--- config.mk ---
export PLATFORM = sky130hd
export DESIGN_NAME = thermo_sensor_packet_decoder
export DESIGN_NICKNAME = d
export VERILOG_FILES = /design/src/hw/rtl/tspd_pkg.sv /design/src/hw/rtl/thermo_sensor_packet_decoder.sv /design/src/hw/rtl/tspd_csr.sv /design/src/hw/rtl/tspd_decode.sv
export SDC_FILE = /design/constraint.sdc
export NUM_CORES = 1
export LEC_CHECK = 0
export BUFFER_PORTS_ARGS = -buffer_cell sky130_fd_sc_hd__buf_2
export CORE_UTILIZATION = 35
export CTS_BUF_LIST = sky130_fd_sc_hd__clkbuf_4 sky130_fd_sc_hd__clkbuf_8 sky130_fd_sc_hd__clkbuf_16
export CTS_CLUSTER_SIZE = 30
export DETAILED_ROUTE_END_ITERATION = 10
export PLACE_DENSITY = 0.69
export SLEW_MARGIN = 20
export SYNTH_ARGS = -nofsm -noshare
export SYNTH_HDL_FRONTEND = slang
export SYNTH_SLANG_ARGS = --single-unit
export TNS_END_PERCENT = 30
--- constraint.sdc ---
create_clock -name clock -period 5.96 [get_ports clock]
set_input_delay 0.298 -clock clock [delete_from_list [all_inputs] [get_ports clock]]
set_output_delay 0.298 -clock clock [all_outputs]
set_load 0.005 [all_outputs]
--- src/hw/rtl/tspd_pkg.sv ---
// ----------------------------------------------------------------------------
// tspd_pkg
// Types and constants shared by the thermometer packet row decoder.
// ----------------------------------------------------------------------------
package tspd_pkg;

   localparam int unsigned REQ_DATA_W = 80;
   localparam int unsigned RSP_DATA_W = 64;
   localparam int unsigned CSR_ADDR_W = 2;
   localparam int unsigned CSR_DATA_W = 6;

   localparam logic [6:0] LEN_SHORT     = 7'd50;
   localparam logic [6:0] LEN_LONG      = 7'd54;
   localparam logic [2:0] TYPE_DATETIME = 3'd5;

   localparam logic [5:0] MIN_ROWS_RST  = 6'd2;
   localparam logic [5:0] MAX_ROWS_RST  = 6'd10;

   typedef enum logic [2:0] {
      ST_LENGTH   = 3'd0,
      ST_CHECKSUM = 3'd1,
      ST_TEMP     = 3'd2,
      ST_DATETIME = 3'd3,
      ST_SKIPPED  = 3'd4
   } status_type;

   typedef enum logic [CSR_ADDR_W-1:0] {
      CSR_MIN_ROWS         = 2'd0,
      CSR_MAX_ROWS         = 2'd1,
      CSR_STOP_AFTER_FIRST = 2'd2
   } csr_index_type;

   typedef struct packed {
      logic [5:0] min_rows;
      logic [5:0] max_rows;
      logic       stop_after_first;
   } cfg_type;

   // packed MSB first, so sensor_id lands in the lowest bits
   typedef struct packed {
      logic [5:0]        second_value;
      logic [5:0]        minute_value;
      logic [4:0]        hour_value;
      logic [4:0]        day_value;
      logic [3:0]        month_value;
      logic [6:0]        year_offset;
      logic              summer_time;
      logic signed [11:0] temp_tenths;
      logic              low_batt;
      logic [3:0]        channel_number;
      logic [7:0]        sensor_id;
   } result_type;

   localparam int unsigned RESULT_W = $bits(result_type);

endpackage

--- src/hw/rtl/thermo_sensor_packet_decoder.sv ---
// ----------------------------------------------------------------------------
// thermo_sensor_packet_decoder
// Each row passes the input register, then the decode, then the result register.
// Throughput: one row per cycle unless rsp_tready holds the output back; the
// message state updates in the same cycle as the result register loads.
// Reset: synchronous; clears both pipeline valids, the message state and
// loads the configuration defaults (2, 10, stop after first on).
// ----------------------------------------------------------------------------
module thermo_sensor_packet_decoder
   import tspd_pkg::*;
(
   input  logic                  clock,
   input  logic                  reset,
   input  logic                  req_tvalid,
   output logic                  req_tready,
   // row_data[63:0], row_length[70:64], row_count[76:71], zero[79:77]
   input  logic [REQ_DATA_W-1:0] req_tdata,
   input  logic                  req_tlast,
   output logic                  rsp_tvalid,
   input  logic                  rsp_tready,
   // sensor_id, channel_number, low_batt, temp_tenths, summer_time,
   // year_offset, month_value, day_value, hour_value, minute_value,
   // second_value, zero[63:59]
   output logic [RSP_DATA_W-1:0] rsp_tdata,
   // status
   output logic [2:0]            rsp_tuser,
   input  logic                  csr_we,
   input  logic [CSR_ADDR_W-1:0] csr_addr,
   input  logic [CSR_DATA_W-1:0] csr_wdata
);

   cfg_type    cfg;
   status_type dec_status;
   result_type dec_result;

   logic        s1_valid_ff, s1_valid_in;
   logic [63:0] s1_row_ff,   s1_row_in;
   logic [6:0]  s1_len_ff,   s1_len_in;
   logic [5:0]  s1_cnt_ff,   s1_cnt_in;
   logic        s1_last_ff,  s1_last_in;
   logic        msg_ff,      msg_in;
   logic        rsp_valid_ff, rsp_valid_in;
   status_type  rsp_status_ff, rsp_status_in;
   result_type  rsp_result_ff, rsp_result_in;

   logic out_ready;
   logic s1_fire;
   logic dec_ok;

   tspd_csr u_csr (
      .clock     (clock),
      .reset     (reset),
      .csr_we    (csr_we),
      .csr_addr  (csr_addr),
      .csr_wdata (csr_wdata),
      .cfg       (cfg)
   );

   tspd_decode u_decode (
      .row_data        (s1_row_ff),
      .row_length      (s1_len_ff),
      .row_count       (s1_cnt_ff),
      .cfg             (cfg),
      .message_decoded (msg_ff),
      .status          (dec_status),
      .result          (dec_result)
   );

   assign out_ready  = !rsp_valid_ff || rsp_tready;
   assign s1_fire    = s1_valid_ff && out_ready;
   assign req_tready = !s1_valid_ff || out_ready;
   assign dec_ok     = (dec_status == ST_TEMP) || (dec_status == ST_DATETIME);

   always_comb begin
      s1_valid_in   = s1_valid_ff;
      s1_row_in     = s1_row_ff;
      s1_len_in     = s1_len_ff;
      s1_cnt_in     = s1_cnt_ff;
      s1_last_in    = s1_last_ff;
      msg_in        = msg_ff;
      rsp_valid_in  = rsp_valid_ff;
      rsp_status_in = rsp_status_ff;
      rsp_result_in = rsp_result_ff;
      if (req_tready) begin
         s1_valid_in = req_tvalid;
         s1_row_in   = req_tdata[63:0];
         s1_len_in   = req_tdata[70:64];
         s1_cnt_in   = req_tdata[76:71];
         s1_last_in  = req_tlast;
      end
      if (out_ready) begin
         rsp_valid_in = s1_valid_ff;
      end
      if (s1_fire) begin
         rsp_status_in = dec_status;
         rsp_result_in = dec_result;
         if (s1_last_ff) begin
            msg_in = 1'b0;
         end else if (dec_ok) begin
            msg_in = 1'b1;
         end
      end
   end

   always_ff @(posedge clock) begin
      if (reset) begin
         s1_valid_ff  <= 1'b0;
         rsp_valid_ff <= 1'b0;
         msg_ff       <= 1'b0;
      end else begin
         s1_valid_ff  <= s1_valid_in;
         rsp_valid_ff <= rsp_valid_in;
         msg_ff       <= msg_in;
      end
   end

   always_ff @(posedge clock) begin
      s1_row_ff     <= s1_row_in;
      s1_len_ff     <= s1_len_in;
      s1_cnt_ff     <= s1_cnt_in;
      s1_last_ff    <= s1_last_in;
      rsp_status_ff <= rsp_status_in;
      rsp_result_ff <= rsp_result_in;
   end

   assign rsp_tvalid = rsp_valid_ff;
   assign rsp_tuser  = rsp_status_ff;
   assign rsp_tdata  = {{(RSP_DATA_W - RESULT_W){1'b0}}, rsp_result_ff};

   a_msg_set : assert property (@(posedge clock) disable iff (reset)
      (s1_fire && dec_ok && !s1_last_ff) |=> msg_ff)
      else $error("message state not set after a decoded row");

   a_msg_clr : assert property (@(posedge clock) disable iff (reset)
      (s1_fire && s1_last_ff) |=> !msg_ff)
      else $error("message state not cleared after last row");

   a_empty_window : assert property (@(posedge clock) disable iff (reset)
      (s1_fire && (cfg.min_rows > cfg.max_rows)) |-> (dec_status == ST_SKIPPED))
      else $error("row decoded with an empty row window");

   a_fields_zero : assert property (@(posedge clock) disable iff (reset)
      (rsp_tvalid && (rsp_tuser == ST_LENGTH || rsp_tuser == ST_CHECKSUM ||
                      rsp_tuser == ST_SKIPPED)) |-> (rsp_tdata == '0))
      else $error("non-zero fields on a failed or skipped row");

endmodule

--- src/hw/rtl/tspd_csr.sv ---
// ----------------------------------------------------------------------------
// tspd_csr
// Configuration registers: row count window and stop-after-first mode.
// ----------------------------------------------------------------------------
module tspd_csr
   import tspd_pkg::*;
(
   input  logic                  clock,
   input  logic                  reset,
   input  logic                  csr_we,
   input  logic [CSR_ADDR_W-1:0] csr_addr,
   input  logic [CSR_DATA_W-1:0] csr_wdata,
   output cfg_type               cfg
);

   cfg_type cfg_ff;
   cfg_type cfg_in;

   always_comb begin
      cfg_in = cfg_ff;
      if (csr_we) begin
         case (csr_addr)
            CSR_MIN_ROWS:         cfg_in.min_rows         = csr_wdata[5:0];
            CSR_MAX_ROWS:         cfg_in.max_rows         = csr_wdata[5:0];
            CSR_STOP_AFTER_FIRST: cfg_in.stop_after_first = csr_wdata[0];
            default:              cfg_in = cfg_ff;
         endcase
      end
   end

   always_ff @(posedge clock) begin
      if (reset) begin
         cfg_ff.min_rows         <= MIN_ROWS_RST;
         cfg_ff.max_rows         <= MAX_ROWS_RST;
         cfg_ff.stop_after_first <= 1'b1;
      end else begin
         cfg_ff <= cfg_in;
      end
   end

   assign cfg = cfg_ff;

endmodule

--- src/hw/rtl/tspd_decode.sv ---
// ----------------------------------------------------------------------------
// tspd_decode
// Row admission, length and nibble checksum test, field extraction.
// ----------------------------------------------------------------------------
module tspd_decode
   import tspd_pkg::*;
(
   input  logic [63:0] row_data,
   input  logic [6:0]  row_length,
   input  logic [5:0]  row_count,
   input  cfg_type     cfg,
   input  logic        message_decoded,
   output status_type  status,
   output result_type  result
);

   logic [7:0] pkt_b [6];
   logic [7:0] nib_sum;
   logic       admit;
   logic       len_ok;

   always_comb begin
      for (int i = 0; i < 6; i++) begin
         pkt_b[i] = row_data[61 - 8*i -: 8];
      end
      nib_sum = '0;
      for (int i = 1; i < 6; i++) begin
         nib_sum = nib_sum + {4'd0, pkt_b[i][7:4]} + {4'd0, pkt_b[i][3:0]};
      end
      admit  = (row_count >= cfg.min_rows) && (row_count <= cfg.max_rows) &&
               !(cfg.stop_after_first && message_decoded);
      len_ok = (row_length == LEN_SHORT) || (row_length == LEN_LONG);

      result = '0;
      if (!admit) begin
         status = ST_SKIPPED;
      end else if (!len_ok) begin
         status = ST_LENGTH;
      end else if (nib_sum[5:0] != pkt_b[0][5:0]) begin
         status = ST_CHECKSUM;
      end else if (pkt_b[2][6:4] == TYPE_DATETIME) begin
         status              = ST_DATETIME;
         result.summer_time  = pkt_b[1][7];
         result.year_offset  = pkt_b[1][6:0];
         result.month_value  = pkt_b[2][3:0];
         result.day_value    = pkt_b[3][7:3];
         result.hour_value   = {pkt_b[3][2:0], pkt_b[4][7:6]};
         result.minute_value = pkt_b[4][5:0];
         result.second_value = pkt_b[5][6:1];
      end else begin
         status                = ST_TEMP;
         result.sensor_id      = pkt_b[1];
         result.channel_number = {1'b0, pkt_b[2][2:0]} + 4'd1;
         result.low_batt       = pkt_b[2][3];
         result.temp_tenths    = {pkt_b[3][3:0], pkt_b[4]};
      end
   end

endmodule

==> flow_summary.json, run 1 <==
{
  "hold_buffers": 0,
  "async_reset_ff_share_pct": 0,
  "p_clk_share_pct": 37.6,
  "fp.dieW_um": 136,
  "rsz0062_at_grt": "no",
  "cts_tree": "done",
  "arrival_ps": 5580,
  "clock_sinks": 137,
  "grt_usage_pct": 15.2,
  "antenna_found_initial": 1,
  "worst_setup_path_end_kind": "flop",
  "p_sw_share_pct": 27.7,
  "initial_core_util_pct": 36.0,
  "cts_resized": 0,
  "ir_worst_vdd_uv": 219,
  "pwr-share-comb_pct": 25.3,
  "placementRows": 48,
  "clkSlewWorstSetupHoldPaths_ps": 60,
  "drive_gt1_share_pct": 30.6,
  "drtPass1Iterations": 5,
  "fin_util_pct": 45.1,
  "wl_per_cell_um": 15.6,
  "setup.worst_path.start_class": "flop",
  "p_seq_share_pct": 37.1,
  "crit_type": "reg2reg",
  "syn_area_um2": 6250,
  "cts_buffers": 17,
  "internal_power_mw": 2.17,
  "overflow": 0,
  "period_share_pct": 89.8,
  "synth_cell_type_count": 34,
  "root_buffer": "clkbuf_16",
  "hold_end": "s1_len_ff[5]$_DFFE_PP_",
  "hp-start": "req_tdata[69]",
  "p_leak_nw": 3.29,
  "ctsHtreeMaxLevel": 4,
  "dieArea_um2": 18400,
  "p_per_area_nw_per_um2": 383,
  "regToRegSetupSlack_ps": 610,
  "hold_viol": 0,
  "finalWorstPathRequiredPeriod_ps": 5350,
  "worstHoldPathCells": 1,
  "crit_chain": "fa_1 -> inv_1 -> fa_1 -> fa_1 -> fa_1 -> inv_1 -> fa_1 -> inv_1 -> fa_1 -> xor2_1 -> o21ai_0 -> a211oi_1 -> nand4_1 -> buf_12 -> nor4_2",
  "ys.flop_type": "edfxtp_1",
  "io_pins": 163,
  "first_global_vias": 3844,
  "cp_slowest_cell": "fa_1",
  "clock_path_buffers": 2,
  "grt_pass1_wl_um": 20000,
  "drc": 0,
  "drt-initial-drc-count": 103,
  "slowest_delay_ps": 570,
  "worstMarginPinSlew_ps": 811,
  "drtAntennaViolNets": 0,
  "slew_headroom_pct": 45.9,
  "routabilityCongestion": 0.830,
  "nNetsFinal": 750,
  "rr_worst_depth": 15,
  "path_common_cell": "fa_1",
  "postCtsSetupRepairBufs": 0,
  "cap_violations": 0,
  "ys_warn_count": 0,
  "p_switching_mw": 0.829,
  "synth_seq_area_share_pct": 63.2,
  "tns_ps": 0,
  "finalMaxSlewViolations": 0,
  "syn2layout_area_growth_pct": 25.1,
  "status": "finished clean",
  "dp_hpwl_um": 9750,
  "cp_max_fo": 60,
  "die_h_um": 136,
  "required_ps": 6190,
  "clk_latency_ps": 420,
  "skew_ps": 8.69,
  "ys_seq_elements": 137,
  "layoutNonFillerInstCount": 843,
  "viasPerCell": 4.55,
  "synth_area_per_cell_um2": 13.5,
  "synth_edf_count": 121,
  "portBuffers": 135,
  "grt_max_degree": 65,
  "hold_path_class": "in2reg",
  "total_power_mw": 3.00,
  "totalWireLength_um": 13200,
  "numPlacedInstances": 810,
  "coreArea_um2": 17400,
  "synthCells": 465,
  "fmax_ghz": 0.187,
  "crit-reg2reg-launch": "s1_row_ff[40]$_DFFE_PP_",
  "reg2reg_to": "rsp_tdata[24]$_SDFFCE_PP0P_",
  "setup_violations": 0,
  "vias": 3838
}
==> synth_stat cells (6+ instances only) <==
library cell | count | share of area [%]
a21oi_1 | 10 | 0.80
buf_4 | 6 | 0.72
clkbuf_1 | 19 | 1.1
dfxtp_1 | 16 | 5.1
edfxtp_1 | 121 | 58
fa_1 | 28 | 9.0
ha_1 | 24 | 4.8
inv_1 | 49 | 2.9
mux2i_1 | 6 | 0.96
nand2_1 | 59 | 3.5
nor2_1 | 20 | 1.2
nor3_1 | 49 | 3.9
nor4_2 | 10 | 2.0
xnor2_1 | 7 | 0.98
==> worst max-delay path by stage <==
stage | startpoint | end | slack (ps)
5_1_grt | s1_row_ff[40]$_DFFE_PP_ | rsp_tdata[43]$_SDFFCE_PP0P_ | 270
4_1_cts | s1_row_ff[40]$_DFFE_PP_ | rsp_tdata[24]$_SDFFCE_PP0P_ | 640
3_5_place_dp | s1_row_ff[40]$_DFFE_PP_ | rsp_tdata[24]$_SDFFCE_PP0P_ | 660
6_report | s1_row_ff[40]$_DFFE_PP_ | rsp_tdata[24]$_SDFFCE_PP0P_ | 610
2_1_floorplan | s1_row_ff[16]$_DFFE_PP_ | rsp_tdata[10]$_SDFFCE_PP0P_ | 970
3_3_place_gp | s1_row_ff[28]$_DFFE_PP_ | rsp_tdata[10]$_SDFFCE_PP0P_ | 740
==> kinds of logic (layout without fill, tap and decap cells) <==
logic type	after synthesis	count (layout)	synth area share [%]
AO/OA/AOI/OAI	24	24	2.40
adder cells (fa/ha/maj)	52	52	13.8
other	1	6	0.0600
buffers and inverters	74	222	4.80
multiplexers	7	7	1.14
XOR/XNOR	11	11	1.76
AND/OR/NAND/NOR	159	159	12.9
flip-flops	137	137	63.2
==> state kept, by name, indices dropped and copies added, names as in the netlist <==
signal / flops
msg_ff: 1
s1_valid_ff: 1
rsp_tvalid: 1
rsp_tdata: 59
s1_last_ff: 1
u_csr.cfg: 13
s1_row_ff: 46
s1_cnt_ff: 6
s1_len_ff: 6
rsp_tuser: 3
==> per-stage QoR <==
step / hold WS (ps) / instance area (um2) / worst slack [ps]
2_1_floorplan: 370 / 6270 / 970
3_3_place_gp: 442 / 7190 / 741
3_5_place_dp: 445 / 7190 / 662
4_1_cts: 34.3 / 7820 / 635
5_1_grt: 31.1 / 7830 / 270
6_report: 54.3 / 7830 / 609
==> layer usage <==
layer	vias up	global-route usage (%)	wire [um]
met5	-	0	0
met4	0	6.43	231
met3	16	4.75	897
met2	131	25.0	6450
met1	1802	18.3	5600
li1	1889	-	-
==> layout by cell type, fill, tap and decap left out, types with 2 or more instances in the layout <==
cell type,count
nand2_1,58
a21o_1,2
o31ai_1,2
buf_4,5
fa_1,28
nor4_2,10
nand2b_1,4
clkbuf_16,17
clkinv_4,2
o21ai_0,5
nor3_1,49
nor2b_1,3
conb_1,5
ha_1,24
bufinv_16,5
buf_2,135
nand4_1,4
edfxtp_1,121
mux2i_1,6
nand3_1,2
nor3b_1,2
nor2_1,19
clkinv_2,5
xor2_1,3
xnor2_1,7
inv_1,49
a21oi_1,10
dfxtp_1,16
nand3b_1,2
==> power groups by stage <==
stage                     clock network [mW]  registers, mW  logic (mW)
after global placement                     0           1.13       0.738
after CTS                               1.15           1.11       0.769
after detailed placement                   0           1.13       0.764
final                                   1.13           1.11       0.759
after global routing                    1.19           1.11       0.877
after floorplan                            0           1.12       0.587
==> critical path, delay by kind of cell (launching register included) <==
kind	cells	cell delay [ps]
fa+ha+maj	6	3180
flops	1	480
simple gates	2	470
buf+inv	4	440
compound gates	2	400
xor+xnor	1	150
==> final cells by class <==
class / instances / area [um2]
multi-input combinational: 258 / 2030
tap: 225 / 282
timing repair buffer: 141 / 733
fill: 1567 / 9530
clock inverter: 14 / 204
inverter: 49 / 184
sequential: 137 / 3950
clock buffer: 18 / 433
antenna: 1 / 2.50
No activity file was read; power rests on OpenSTA's default activity.
==> run 2, diff against run 1 <==
--- a/config.mk
+++ b/config.mk
@@ -6,13 +6,15 @@
 export NUM_CORES = 1
 export LEC_CHECK = 0
 export BUFFER_PORTS_ARGS = -buffer_cell sky130_fd_sc_hd__buf_2
-export CORE_UTILIZATION = 35
+export CORE_UTILIZATION = 55
 export CTS_BUF_LIST = sky130_fd_sc_hd__clkbuf_4 sky130_fd_sc_hd__clkbuf_8 sky130_fd_sc_hd__clkbuf_16
 export CTS_CLUSTER_SIZE = 30
 export DETAILED_ROUTE_END_ITERATION = 10
-export PLACE_DENSITY = 0.69
+export GPL_TIMING_DRIVEN = 0
+export PLACE_DENSITY = 0.93
 export SLEW_MARGIN = 20
 export SYNTH_ARGS = -nofsm -noshare
 export SYNTH_HDL_FRONTEND = slang
+export SYNTH_HIERARCHICAL = 1
 export SYNTH_SLANG_ARGS = --single-unit
 export TNS_END_PERCENT = 30
==> flow_summary.json, run 2 <==
{
  "status": "finished clean",
  "fmax_ghz": 0.192,
  "ctsHtreeMaxLevel": 4,
  "hold_buffers": 0,
  "worst_setup_path_end_kind": "flop",
  "required_ps": 6130,
  "use_met3_pct": 7.71,
  "ys_warn_count": 6,
  "worstHoldPathCells": 1,
  "synthCells": 460,
  "io_pins": 163,
  "clk_latency_ps": 430,
  "hp-start": "req_tdata[71]",
  "final_common_cell": "buf_2",
  "rsz0062_at_grt": "no",
  "fin_util_pct": 68.4,
  "final_cell_mix": "buf_2, edfxtp_1, inv_1, nor4_2, nand2_1",
  "initial_core_util_pct": 56.4,
  "crit_type": "reg2reg",
  "use_met1_pct": 26.5,
  "setup_violations": 0,
  "ir_worst_vdd_uv": 211,
  "clkSlewWorstSetupHoldPaths_ps": 60,
  "rr_worst_depth": 13,
  "worstMarginPinSlew_ps": 1170,
  "overflow": 0,
  "routabilityCongestion": 0.825,
  "fp.dieW_um": 113,
  "postCtsSetupRepairBufs": 0,
  "syn_area_um2": 6740,
  "startpoint": "s1_row_ff[40]$_DFFE_PP_",
  "dieArea_um2": 12700,
  "nFillCells": 778,
  "tns_ps": 0,
  "place_ws_ps": 775,
  "finalMaxSlewViolations": 0,
  "portBuffers": 135,
  "totalWireLength_um": 14200,
  "coreArea_um2": 12000,
  "drc": 0,
  "wl_per_cell_um": 18.2,
  "drtAntennaViolNets": 0,
  "busiest_layer": "met2",
  "antenna_found_initial": 0,
  "diodes": 0,
  "synth_area_per_cell_um2": 14.7,
  "first_global_vias": 4431,
  "hold_viol": 0,
  "drt-initial-drc-count": 282,
  "cts_tree": "done",
  "drtPass1Iterations": 5,
  "vias": 4234,
  "setup.worst_path.start_class": "flop",
  "crit-reg2reg-launch": "s1_row_ff[40]$_DFFE_PP_",
  "finalWorstPathRequiredPeriod_ps": 5220,
  "root_buffer": "clkbuf_16",
  "die_h_um": 113,
  "cap_violations": 0,
  "arrival_ps": 5390,
  "slew_headroom_pct": 21.0,
  "p_leak_nw": 3.22,
  "cts_buffers": 17,
  "cp_max_fo": 8,
  "clock_path_buffers": 2,
  "grt_max_degree": 64,
  "drive_gt1_share_pct": 37.7,
  "grt_util_met2_pct": 43.5,
  "cts_resized": 0,
  "fin_ws_ps": 740,
  "hold_path_class": "in2reg",
  "p_per_area_nw_per_um2": 376,
  "grt_usage_pct": 24.1,
  "placementRows": 40,
  "largest_reg_flops": 59,
  "grt_pass1_wl_um": 22300,
  "period_share_pct": 87.6,
  "skew_ps": 9.93,
  "clock_sinks": 137,
  "syn2layout_area_growth_pct": 21.4,
  "viasPerCell": 5.44,
  "dp_hpwl_um": 10800,
  "nNetsFinal": 764
}
[run 2: worst max-delay path, cell delays in order, from the launching register on]
cell and delay (ps):
edfxtp_1 480, fa_1 570, inv_1 50, fa_1 490, fa_1 530, fa_1 500, inv_1 50, fa_1 480
fa_1 430, xnor3_1 300, nand4_1 120, a21oi_2 290, nand3b_4 210, nor4_1 450
[run 2: cell type report]
type	count	area, um2	area share, %
buffer	30	173	2.11
timing repair buffer	135	676	8.25
clock inverter	14	126	1.54
sequential	137	3950	48.3
clock buffer	18	433	5.29
tap	147	184	2.25
inverter	47	176	2.16
multi-input combinational	250	2460	30.1
[run 2: layer usage]
layer,wire (um),vias to the layer above
li1,-,1966
met1,5390,2046
met2,7400,191
met3,1050,31
met4,337,0
met5,0,-
[run 2: final timing paths]
kind                                                to  slack [ps]
worst max register to register  rsp_tdata[0]$_DFFE_PP_         740
worst max-delay path            rsp_tdata[0]$_DFFE_PP_         740
worst min register to register     msg_ff$_SDFFE_PP0P_         440
worst min-delay path            s1_cnt_ff[0]$_DFFE_PP_          40
[run 2: through the flow]
stage	power (mW)	hold slack (ps)	area, um2	std cells
6_report	3.08	40.4	8190	778
2_1_floorplan	1.90	363	6760	464
3_3_place_gp	2.05	426	7620	746
4_1_cts	3.10	28.0	8190	778
3_5_place_dp	2.12	435	7630	746
5_1_grt	3.23	24.9	8190	778
[run 2: power breakdown]
group | switching [mW] | internal (mW) | total (mW)
clock network | 0.399 | 0.577 | 0.976
logic | 0.547 | 0.444 | 0.991
registers | 0.0246 | 1.09 | 1.11
total | 0.971 | 2.11 | 3.08
